**config.mk**
```make
export PLATFORM = sky130hd
export DESIGN_NAME = go_back_n_sender_window
export DESIGN_NICKNAME = d
export VERILOG_FILES = /design/src/rtl/gbn_pkg.sv /design/src/rtl/gbn_front.sv /design/src/rtl/gbn_back.sv /design/src/rtl/go_back_n_sender_window.sv
export SDC_FILE = /design/constraint.sdc
export NUM_CORES = 1
export LEC_CHECK = 0
export ABC_CLOCK_PERIOD_IN_PS = 12400
export BUFFER_PORTS_ARGS = -buffer_cell sky130_fd_sc_hd__buf_2
export CAP_MARGIN = 20
export CORE_UTILIZATION = 43
export DETAILED_ROUTE_END_ITERATION = 10
export GPL_TIMING_DRIVEN = 0
export SLEW_MARGIN = 10
export SYNTH_ARGS = -nofsm -noshare
export SYNTH_HDL_FRONTEND = slang
export SYNTH_SLANG_ARGS = --single-unit
```
**constraint.sdc**
```tcl
create_clock -name aclk -period 12.4 [get_ports aclk]
set_input_delay 2.48 -clock aclk [delete_from_list [all_inputs] [get_ports aclk]]
set_output_delay 2.48 -clock aclk [all_outputs]
set_load 0.02 [all_outputs]
```
**src/rtl/gbn_pkg.sv**
```systemverilog
package gbn_pkg;

    localparam int SEQ_W     = 16;
    localparam int WIN_MAX   = 32;
    localparam int WIN_W     = 6;
    localparam int TIMEOUT_W = 16;
    localparam int RETRY_W   = 8;
    localparam int CFG_IDX_W = 2;
    localparam int CFG_DAT_W = 16;

    // Configuration register indexes
    localparam logic [CFG_IDX_W-1:0] CFG_WINDOW_SIZE   = 2'd0;
    localparam logic [CFG_IDX_W-1:0] CFG_TIMEOUT_TICKS = 2'd1;
    localparam logic [CFG_IDX_W-1:0] CFG_MAX_RETRIES   = 2'd2;
    localparam logic [CFG_IDX_W-1:0] CFG_TOTAL_PACKETS = 2'd3;

    // Input command codes
    localparam logic [1:0] CMD_START = 2'd0;
    localparam logic [1:0] CMD_TICK  = 2'd1;
    localparam logic [1:0] CMD_ACK   = 2'd2;

    // Classified operations handed from the front end to the sequencer
    localparam logic [1:0] OP_START   = 2'd0;
    localparam logic [1:0] OP_TICK    = 2'd1;
    localparam logic [1:0] OP_ACK     = 2'd2;
    localparam logic [1:0] OP_ACK_BAD = 2'd3;

    // Result kinds
    localparam logic [1:0] KIND_SEND = 2'd0;
    localparam logic [1:0] KIND_DONE = 2'd1;
    localparam logic [1:0] KIND_FAIL = 2'd2;

    // Transfer phases
    localparam logic [1:0] PH_IDLE = 2'd0;
    localparam logic [1:0] PH_RUN  = 2'd1;
    localparam logic [1:0] PH_DONE = 2'd2;
    localparam logic [1:0] PH_FAIL = 2'd3;

    typedef struct packed {
        logic [1:0]       op;
        logic [SEQ_W-1:0] ack_num;
    } gbn_item_t;

    typedef struct packed {
        logic [1:0]       kind;
        logic [SEQ_W-1:0] seq_num;
        logic [SEQ_W-1:0] window_base;
        logic [15:0]      retransmissions;
        logic             last;
    } gbn_result_t;

endpackage

```
**src/rtl/gbn_front.sv**
```systemverilog
module gbn_front import gbn_pkg::*; (
    input  logic            aclk,
    input  logic            aresetn,
    input  logic            s_tvalid,
    output logic            s_tready,
    input  logic [23:0]     s_tdata,   // ack_num [15:0], ack_ok [16], zero fill
    input  logic [1:0]      s_tuser,   // cmd [1:0]
    output logic            q_valid,
    input  logic            q_ready,
    output gbn_item_t       q_item
);

    gbn_item_t   mem_reg [2];
    logic        wr_ptr_reg, wr_ptr_next;
    logic        rd_ptr_reg, rd_ptr_next;
    logic [1:0]  count_reg, count_next;
    logic        push, pop;
    gbn_item_t   item_in;

    assign s_tready = (count_reg != 2'd2);
    assign q_valid  = (count_reg != 2'd0);
    assign q_item   = mem_reg[rd_ptr_reg];

    // The unused command code causes nothing, so it never enters the queue.
    assign push = s_tvalid && s_tready && (s_tuser != 2'd3);
    assign pop  = q_valid && q_ready;

    always_comb begin
        item_in.ack_num = s_tdata[15:0];
        unique case (s_tuser)
            CMD_START: item_in.op = OP_START;
            CMD_TICK:  item_in.op = OP_TICK;
            CMD_ACK:   item_in.op = s_tdata[16] ? OP_ACK : OP_ACK_BAD;
            default:   item_in.op = OP_ACK_BAD;
        endcase
    end

    always_comb begin
        wr_ptr_next = push ? ~wr_ptr_reg : wr_ptr_reg;
        rd_ptr_next = pop ? ~rd_ptr_reg : rd_ptr_reg;
        count_next  = count_reg + {1'b0, push} - {1'b0, pop};
    end

    always_ff @(posedge aclk) begin
        if (!aresetn) begin
            wr_ptr_reg <= 1'b0;
            rd_ptr_reg <= 1'b0;
            count_reg  <= 2'd0;
        end else begin
            wr_ptr_reg <= wr_ptr_next;
            rd_ptr_reg <= rd_ptr_next;
            count_reg  <= count_next;
        end
    end

    always_ff @(posedge aclk) begin
        if (push) begin
            mem_reg[wr_ptr_reg] <= item_in;
        end
    end

endmodule

```
**src/rtl/gbn_back.sv**
```systemverilog
module gbn_back import gbn_pkg::*; (
    input  logic                 aclk,
    input  logic                 aresetn,
    input  logic                 cfg_wr_en,
    input  logic [CFG_IDX_W-1:0] cfg_index,
    input  logic [CFG_DAT_W-1:0] cfg_data,
    input  logic                 q_valid,
    output logic                 q_ready,
    input  gbn_item_t            q_item,
    output logic                 res_valid,
    input  logic                 res_ready,
    output gbn_result_t          res
);

    localparam logic ST_PROC = 1'b0;
    localparam logic ST_FILL = 1'b1;

    // Configuration
    logic [WIN_W-1:0]     window_size_reg;
    logic [TIMEOUT_W-1:0] timeout_reg;
    logic [RETRY_W-1:0]   max_retries_reg;
    logic [SEQ_W-1:0]     total_reg;

    // Sender state
    logic                 state_reg, state_next;
    logic [SEQ_W-1:0]     base_reg, base_next;
    logic [SEQ_W-1:0]     next_reg, next_next;
    logic                 timer_on_reg, timer_on_next;
    logic [TIMEOUT_W-1:0] elapsed_reg, elapsed_next;
    logic [RETRY_W-1:0]   retry_reg, retry_next;
    logic [15:0]          retrans_reg, retrans_next;
    logic [1:0]           phase_reg, phase_next;

    // Output register
    logic                 out_valid_reg, out_valid_next;
    gbn_result_t          out_reg, out_next;

    logic                 out_free;
    logic [TIMEOUT_W-1:0] elapsed_inc;
    logic [RETRY_W-1:0]   retry_inc;
    logic [15:0]          retrans_inc;
    logic [SEQ_W:0]       ack_plus;
    logic [SEQ_W:0]       ack_clamp;
    logic [SEQ_W-1:0]     new_base;
    logic [SEQ_W-1:0]     new_next;
    logic [WIN_W-1:0]     win;
    logic [SEQ_W:0]       win_lim;
    logic [SEQ_W:0]       next_plus;
    logic                 can_send;
    logic                 more_after;

    assign out_free  = !out_valid_reg || res_ready;
    assign res_valid = out_valid_reg;
    assign res       = out_reg;
    assign q_ready   = (state_reg == ST_PROC) && out_free;

    always_comb begin
        elapsed_inc = (elapsed_reg != '1) ? elapsed_reg + 1'b1 : elapsed_reg;
        retry_inc   = (retry_reg != '1) ? retry_reg + 1'b1 : retry_reg;
        retrans_inc = (retrans_reg != '1) ? retrans_reg + 1'b1 : retrans_reg;

        // New base from a cumulative ack, held between the base and the total.
        ack_plus  = {1'b0, q_item.ack_num} + 1'b1;
        ack_clamp = (ack_plus > {1'b0, total_reg}) ? {1'b0, total_reg} : ack_plus;
        new_base  = (ack_clamp[SEQ_W-1:0] < base_reg) ? base_reg : ack_clamp[SEQ_W-1:0];
        new_next  = (next_reg < new_base) ? new_base : next_reg;

        win        = (window_size_reg > WIN_W'(WIN_MAX)) ? WIN_W'(WIN_MAX) : window_size_reg;
        win_lim    = {1'b0, base_reg} + {{(SEQ_W+1-WIN_W){1'b0}}, win};
        next_plus  = {1'b0, next_reg} + 1'b1;
        can_send   = ({1'b0, next_reg} < win_lim) && (next_reg < total_reg);
        more_after = (next_plus < win_lim) && (next_plus < {1'b0, total_reg});
    end

    always_comb begin
        state_next     = state_reg;
        base_next      = base_reg;
        next_next      = next_reg;
        timer_on_next  = timer_on_reg;
        elapsed_next   = elapsed_reg;
        retry_next     = retry_reg;
        retrans_next   = retrans_reg;
        phase_next     = phase_reg;
        out_valid_next = out_valid_reg && !res_ready;
        out_next       = out_reg;

        if (state_reg == ST_PROC) begin
            if (q_valid && out_free) begin
                unique case (q_item.op)
                    OP_START: begin
                        base_next     = '0;
                        next_next     = '0;
                        timer_on_next = 1'b0;
                        elapsed_next  = '0;
                        retry_next    = '0;
                        retrans_next  = '0;
                        phase_next    = PH_RUN;
                        state_next    = ST_FILL;
                    end
                    OP_TICK: begin
                        if (phase_reg == PH_RUN) begin
                            state_next = ST_FILL;
                            if (timer_on_reg) begin
                                elapsed_next = elapsed_inc;
                                if (elapsed_inc > timeout_reg) begin
                                    retry_next = retry_inc;
                                    if (retry_inc >= max_retries_reg) begin
                                        // Out of retries: report failure and stop here.
                                        phase_next                = PH_FAIL;
                                        state_next                = ST_PROC;
                                        out_valid_next            = 1'b1;
                                        out_next.kind             = KIND_FAIL;
                                        out_next.seq_num          = '0;
                                        out_next.window_base      = base_reg;
                                        out_next.retransmissions  = retrans_reg;
                                        out_next.last             = 1'b1;
                                    end else begin
                                        retrans_next  = retrans_inc;
                                        next_next     = base_reg;
                                        timer_on_next = 1'b0;
                                        elapsed_next  = '0;
                                    end
                                end
                            end
                        end
                    end
                    OP_ACK: begin
                        if (phase_reg == PH_RUN) begin
                            state_next = ST_FILL;
                            if (q_item.ack_num >= base_reg) begin
                                base_next     = new_base;
                                next_next     = new_next;
                                retry_next    = '0;
                                timer_on_next = (new_base != new_next);
                                elapsed_next  = '0;
                            end
                        end
                    end
                    OP_ACK_BAD: begin
                        if (phase_reg == PH_RUN) begin
                            state_next = ST_FILL;
                        end
                    end
                endcase
            end
        end else begin
            if (out_free) begin
                if (can_send) begin
                    out_valid_next           = 1'b1;
                    out_next.kind            = KIND_SEND;
                    out_next.seq_num         = next_reg;
                    out_next.window_base     = base_reg;
                    out_next.retransmissions = retrans_reg;
                    out_next.last            = !more_after;
                    next_next                = next_plus[SEQ_W-1:0];
                    if (base_reg == next_reg) begin
                        timer_on_next = 1'b1;
                        elapsed_next  = '0;
                    end
                    if (!more_after) begin
                        state_next = ST_PROC;
                    end
                end else begin
                    // Nothing to send this step; finish when every packet is acked.
                    if (base_reg >= total_reg) begin
                        phase_next               = PH_DONE;
                        timer_on_next            = 1'b0;
                        out_valid_next           = 1'b1;
                        out_next.kind            = KIND_DONE;
                        out_next.seq_num         = '0;
                        out_next.window_base     = base_reg;
                        out_next.retransmissions = retrans_reg;
                        out_next.last            = 1'b1;
                    end
                    state_next = ST_PROC;
                end
            end
        end
    end

    always_ff @(posedge aclk) begin
        if (!aresetn) begin
            window_size_reg <= WIN_W'(4);
            timeout_reg     <= TIMEOUT_W'(100);
            max_retries_reg <= RETRY_W'(10);
            total_reg       <= SEQ_W'(1);
        end else if (cfg_wr_en) begin
            unique case (cfg_index)
                CFG_WINDOW_SIZE:   window_size_reg <= cfg_data[WIN_W-1:0];
                CFG_TIMEOUT_TICKS: timeout_reg     <= cfg_data[TIMEOUT_W-1:0];
                CFG_MAX_RETRIES:   max_retries_reg <= cfg_data[RETRY_W-1:0];
                CFG_TOTAL_PACKETS: total_reg       <= cfg_data[SEQ_W-1:0];
            endcase
        end
    end

    always_ff @(posedge aclk) begin
        if (!aresetn) begin
            state_reg     <= ST_PROC;
            base_reg      <= '0;
            next_reg      <= '0;
            timer_on_reg  <= 1'b0;
            elapsed_reg   <= '0;
            retry_reg     <= '0;
            retrans_reg   <= '0;
            phase_reg     <= PH_IDLE;
            out_valid_reg <= 1'b0;
        end else begin
            state_reg     <= state_next;
            base_reg      <= base_next;
            next_reg      <= next_next;
            timer_on_reg  <= timer_on_next;
            elapsed_reg   <= elapsed_next;
            retry_reg     <= retry_next;
            retrans_reg   <= retrans_next;
            phase_reg     <= phase_next;
            out_valid_reg <= out_valid_next;
        end
    end

    always_ff @(posedge aclk) begin
        out_reg <= out_next;
    end

endmodule

```
**src/rtl/go_back_n_sender_window.sv**
```systemverilog
// Go-Back-N sender control with a two-entry command queue in front of the window sequencer.
// A failure result is registered straight from its command transfer; a send or done result
// is registered from the fill state that the command leads to.
// The sequencer takes no new command while it fills or while a result is stalled; a failing
// or ignored command skips the fill state. Reset (aresetn low, synchronous) empties the queue,
// returns the sender to idle and loads the register defaults; no clearing pass follows.
module go_back_n_sender_window import gbn_pkg::*; (
    input  logic                 aclk,
    input  logic                 aresetn,
    input  logic                 cfg_wr_en,
    input  logic [CFG_IDX_W-1:0] cfg_index,
    input  logic [CFG_DAT_W-1:0] cfg_data,
    input  logic                 s_tvalid,
    output logic                 s_tready,
    input  logic [23:0]          s_tdata,   // ack_num [15:0], ack_ok [16], zero fill [23:17]
    input  logic [1:0]           s_tuser,   // cmd [1:0]
    output logic                 m_tvalid,
    input  logic                 m_tready,
    output logic [47:0]          m_tdata,   // seq_num, window_base, retransmissions
    output logic [1:0]           m_tuser,   // kind [1:0]
    output logic                 m_tlast
);

    logic        q_valid;
    logic        q_ready;
    gbn_item_t   q_item;
    gbn_result_t res;

    gbn_front u_front (
        .aclk     (aclk),
        .aresetn  (aresetn),
        .s_tvalid (s_tvalid),
        .s_tready (s_tready),
        .s_tdata  (s_tdata),
        .s_tuser  (s_tuser),
        .q_valid  (q_valid),
        .q_ready  (q_ready),
        .q_item   (q_item)
    );

    gbn_back u_back (
        .aclk      (aclk),
        .aresetn   (aresetn),
        .cfg_wr_en (cfg_wr_en),
        .cfg_index (cfg_index),
        .cfg_data  (cfg_data),
        .q_valid   (q_valid),
        .q_ready   (q_ready),
        .q_item    (q_item),
        .res_valid (m_tvalid),
        .res_ready (m_tready),
        .res       (res)
    );

    assign m_tdata = {res.retransmissions, res.window_base, res.seq_num};
    assign m_tuser = res.kind;
    assign m_tlast = res.last;

endmodule

```
## Word level (Yosys, flattened, before mapping)

Memories as Yosys holds them, arrays and structs flattened. A register that Yosys moved wholly into a read port is not among the register bits.
Index checks and enable logic that the tools add are counted.

- Register bits: 178
- Memory bits (writable): 36
- Bits of input ports: 49
- Output and inout bits: 53
- Memories kept: 1

- Add/sub/neg operators: 8
- Magnitude comparators: 12
- Equal/unequal tests: 37
- Muxes and demuxes: 104
- Bitwise gates (word level): 3
- Reductions and logical operators: 40

Memories:

| memory | words | bits a word | read ports | clocked after memory_dff | wr ports | RTL line | RTL |
|---|---|---|---|---|---|---|---|
| u_front.mem_reg | 2 | 18 | 1 | 1 | 1 | gbn_front.sv:13 | `gbn_item_t mem_reg [2];` |

Operators with widths:

| kind | count |
|---|---|
| $mux W16 | 32 |
| $mux W51 | 10 |
| $pmux W16 S3 | 2 |
| $pmux W16 S2 | 2 |
| $lt A16 B16 Y1 | 3 |
| $mux W8 | 6 |
| $mux W1 | 37 |
| $add A16 B1 Y17 const B | 2 |
| $add A16 B1 Y16 const B | 2 |
| $ge A16 B16 Y1 | 2 |
| $ne A16 B16 Y1 const B | 2 |
| $reduce_and A8 Y1 | 4 |
| $pmux W8 S3 | 1 |
| $mux W2 | 9 |
| $ne A3 B1 Y1 const B | 6 |
| $reduce_and A9 Y1 | 2 |
| $reduce_bool A2 Y1 | 9 |
| $add A16 B6 Y17 | 1 |
| $gt A17 B16 Y1 | 1 |
| $lt A16 B17 Y1 | 1 |
| $lt A17 B16 Y1 | 1 |
| $lt A17 B17 Y1 | 1 |
| $eq A16 B16 Y1 | 1 |
| $gt A16 B16 Y1 | 1 |
| other kinds (28) | 66 |

## Depth between registers and ports, before layout

- Word-level depth: 13
- Depth in mapped cells: 42

## Hierarchy

From an unflattened synthesis, not the netlist that was laid out.

- Cell total of the unflattened synthesis: 1618
- Area total of the unflattened synthesis: 14513.9 um^2

By module, submodules not included:

| module | instances | cells each | area an instance (um^2) |
|---|---|---|---|
| gbn_back | 1 | 1528 | 12929.9 |
| gbn_front | 1 | 90 | 1584.0 |

## Worst setup path after synthesis

No wires, ideal clock.

- Path kind: register to register
- From: register with a tool-made name
- To: register u_back.next_reg[11]
- Setup time: 0.122 ns
- Data arrival time: 8.789 ns
- Slack: 3.490 ns
- Cell stages (with the launch flop): 42
- Period minus slack after synthesis: 8.910 ns
- Path through: dfxtp_1 -> buf_6 -> buf_2 -> buf_2 -> buf_1 -> mux2_2 -> ha_1 -> nand4b_1 -> a222oi_1 -> nand3_1 -> xnor2_1 -> ha_1 -> nand4_1 -> nor4_1 -> nor2_1 -> a21boi_0 -> nor2_1 -> buf_2 -> [... 6 more ...] -> a31o_1 -> buf_6 -> buf_6 -> a21oi_1 -> inv_1 -> ha_1 -> a21o_1 -> a21o_1 -> a21o_1 -> a21o_1 -> a21o_1 -> a21oi_1 -> nor2b_1 -> a211oi_1 -> a21o_1 -> a21oi_2 -> buf_6 -> a221o_1

RTL lines:

| what | RTL line | RTL |
|---|---|---|
| to (signal assigned) | gbn_back.sv:211 | `next_reg <= next_next;` |
| to (decl) | gbn_back.sv:27 | `logic [SEQ_W-1:0] next_reg, next_next;` |

==> impl_metrics.env <==
export IMPL_postSynthNetCount=1862
export IMPL_clkSlewWorstSetupHoldPaths_ps=60
export IMPL_maxCapViolCount=0
export IMPL_viasPerCell=5.68
export IMPL_timing_final_setup_violations=0
export IMPL_cell_depth_of_the_worst_hold_path=2
export IMPL_worstSetupPathType="flop to flop"
export IMPL_grt_remaining_overflow=0
export IMPL_wl_met1_mm=20.1
export IMPL_worstRegToRegCells=41
export IMPL_std_cell_rows=67
export IMPL_avgRoutedWirePerCell_um=19.2
export IMPL_netlist_area_um2=14600
export IMPL_die_area_um2=34800
export IMPL_crit_path_frequent_cell="a21o_1"
export IMPL_ys_flop_type="dfxtp_1"
export IMPL_pin_count_of_the_biggest_net_entering_global_routing=33
export IMPL_design_core_area_um2=33500
export IMPL_wire_length_of_the_first_global_routing_pass_mm=67.2
export IMPL_layout_cells_most_common_list="179 x ha_1, 164 x nand2_1, 128 x dfxtp_1"
export IMPL_routed_top_layer="met4"
export IMPL_skew_ps=21.0
export IMPL_hpwlAfterDp_mm=33.5
export IMPL_share_of_async_settable_or_async_resettable_flops_after_synthesis_pct=0
export IMPL_number_of_nets_in_the_layout=1986
export IMPL_critical_path_reg2reg_endpoint="u_back.next_reg[3]"
export IMPL_cts_inserted_buffers=25
export IMPL_yosys_register_bits=215
export IMPL_yosysWarnings=0
export IMPL_count_of_vias_placed_by_the_detailed_router=12600
export IMPL_post_cts_setup_buffer_count=0
export IMPL_power_density_cell_area_nw_per_um2=197
export IMPL_cts_tree="yes"
export IMPL_portBuffers=93
export IMPL_hold_path_startpoint="u_back.max_retries_reg[5]"
export IMPL_initial_antenna_violation_count=1
export IMPL_register_to_register_path_setup_slack_ps=1200
export IMPL_worstSetupEndpointType="flop"
export IMPL_synth_edf_count=87
export IMPL_route_met3_wl_mm=2.36
export IMPL_wl_met2_mm=19.0
export IMPL_min_period_ps=11200
export IMPL_holdCritPathClass="flop to flop"
export IMPL_critical_path_max_stage_delay_ps=940
export IMPL_timing_hold_ws_ps=454
export IMPL_layout_area_overhead_vs_synth_pct=13.1
export IMPL_layout_fillers=3240
export IMPL_rsz0062_at_grt="no"
export IMPL_post_synth_cell_area_avg_um2=8.96
export IMPL_final_setup_tns_ps=0
export IMPL_seq_area_frac_synth_pct=35.4
export IMPL_final_common_cell="ha_1"
export IMPL_worst_slew_margin_rel_pct=23.0
export IMPL_cpMaxStageDelayCell="a222oi_1"
export IMPL_largest_register_ffs=51
export IMPL_fin_max_slew_vios=0
export IMPL_dr_pass1_iters=5
export IMPL_critical_path_required_ps=12820
export IMPL_run_status="completed"
export IMPL_cts_hold_buf=0
export IMPL_io_pin_count=102
export IMPL_clock_sinks=215
export IMPL_remaining_design_rule_violation_count=0
export IMPL_drt_first_iter_violations=1086
export IMPL_detail_route_antenna_nets=0
export IMPL_worstSkewPairLatency_ps=550
export IMPL_wl_mm=42.7
export IMPL_cts_root_buffer="clkbuf_16"
export IMPL_final_layout_size_suffix_gt1_share_pct=10.8
export IMPL_power_leakage_nw=6.83
export IMPL_yosys_cell_types_count=79
export IMPL_ctsLongestPathBuffers=3
export IMPL_critPathLaunchType="flop"
export IMPL_cts_max_level=1
export IMPL_critPathMaxFanout=10
export IMPL_grt_resource_usage_total_pct=24.4
export IMPL_final_min_period_over_clock_period_pct=90.3
export IMPL_transition_time_at_the_pin_with_the_least_slew_margin_ps=1150
export IMPL_hold_path_end="u_back.max_retries_reg[5]"
export IMPL_ctsResizeCount=0
export IMPL_hold_viol_final=0
export IMPL_die_width_um=187
export IMPL_worst_endpoint_arrival_ps=11620
export IMPL_postSynthCellCount=1633
export IMPL_die_h_um=187
export IMPL_clock_fmax_mhz=89.3
export IMPL_peakVddDrop_uv=127
export IMPL_grt_pass1_vias=12200
export IMPL_weighted_congestion_reported_at_the_end_of_routability_driven_placement=0.981
export IMPL_initial_utilization_pct=43.7
export IMPL_diodes=0
[worst max-delay path, delay by kind of cell, from the launching register on]
| kind | cells | cell delay, ps |
|---|---|---|
| simple gates | 7 | 1750 |
| fa+ha+maj | 4 | 1160 |
| flops | 1 | 350 |
| compound gates | 18 | 4850 |
| buf+inv | 9 | 1820 |
| mux | 2 | 920 |
| xor+xnor | 1 | 220 |
[cell type report]
cell class / count / area, µm² / share of cell area, %
Buffer: 80 / 337 / 2.03
Clock buffer: 32 / 662 / 4.00
Clock inverter: 13 / 179 / 1.08
Inverter: 97 / 364 / 2.20
Multi-Input combinational cell: 1241 / 8770 / 52.9
Sequential cell: 215 / 5170 / 31.3
Tap cell: 448 / 561 / 3.38
Timing Repair Buffer: 97 / 517 / 3.12
[power by group]
group / internal, W / total [W] / switching, W / leakage [nW]
clock network: 0.000461 / 0.000768 / 0.000308 / 0.396
registers: 0.000818 / 0.000865 / 0.0000470 / 1.84
logic: 0.000586 / 0.00163 / 0.00105 / 4.59
[routing by layer]
metal  GRT usage [%]  up-vias
li1                -     6169
met1            34.6     5988
met2            39.3      392
met3            2.28       75
met4            7.25        0
met5               0        -
[worst max-delay path by stage]
stage	slack, ps	to	startpoint	cells past startpoint
6_report	1200	u_back.next_reg[3]	flop	41
5_1_grt	450	u_back.next_reg[3]	flop	41
4_1_cts	1290	u_back.next_reg[3]	flop	41
3_5_place_dp	1350	u_back.next_reg[3]	flop	41
3_3_place_gp	1490	u_back.next_reg[4]	flop	41
2_1_floorplan	3490	u_back.next_reg[11]	flop	41
[stage by stage]
stage	total power, W	cell area (µm²)	utilization (%)	std cells	setup WS [ps]
final	0.00327	16600	49.4	2223	1200
after global routing	0.00346	16600	49.4	2223	454
after CTS	0.00326	16600	49.4	2222	1290
after detailed placement	0.00247	15700	46.9	2177	1350
after global placement	0.00245	15700	46.7	2174	1490
after floorplan	0.00198	14600	-	1633	3490
[cells in the mapped netlist (4+ instances only)]
cell | n | area [µm²]
xnor2_1 | 56 | 490
a31oi_1 | 8 | 50.1
buf_1 | 6 | 22.5
nand2b_1 | 14 | 87.6
nand2_1 | 164 | 616
inv_1 | 96 | 360
nand3b_1 | 7 | 52.6
nand4_1 | 35 | 219
and3_1 | 23 | 144
buf_2 | 5 | 25.0
nor3_1 | 19 | 95.1
nor4_1 | 8 | 50.1
nand4b_1 | 5 | 43.8
a211o_1 | 4 | 35.0
clkbuf_1 | 65 | 244
edfxtp_1 | 87 | 2610
xor2_1 | 47 | 412
nand3_1 | 69 | 345
and4_1 | 9 | 78.8
or2_2 | 5 | 31.3
o2111ai_1 | 4 | 35.0
o22ai_1 | 4 | 25.0
dfxtp_1 | 128 | 2560
a21boi_0 | 4 | 30.0
a22oi_1 | 30 | 225
mux2_2 | 21 | 236
o31ai_1 | 5 | 37.5
a2111oi_0 | 5 | 43.8
mux2i_1 | 17 | 170
ha_1 | 179 | 2240
a221o_1 | 15 | 150
or3_1 | 4 | 25.0
o211ai_1 | 8 | 60.1
o21ai_0 | 62 | 310
a21o_1 | 42 | 315
o21ai_1 | 4 | 20.0
nor2_1 | 124 | 465
and2_1 | 28 | 175
a211oi_1 | 10 | 75.1
o21a_1 | 16 | 120
a41oi_1 | 6 | 52.6
buf_6 | 4 | 45.0
nor2b_1 | 16 | 100
a21oi_1 | 111 | 556
[cell families after synthesis]
logic type               Yosys count  share of synthesized area [%]
XOR/XNOR                         103                           6.16
multiplexers                      41                           3.09
AND/OR/NAND/NOR                  537                           17.7
adder cells (fa/ha/maj)          182                           15.6
buffers and inverters            177                           4.79
flip-flops                       215                           35.4
AO/OA/AOI/OAI                    378                           17.3
(Power assumes the default switching activity.)
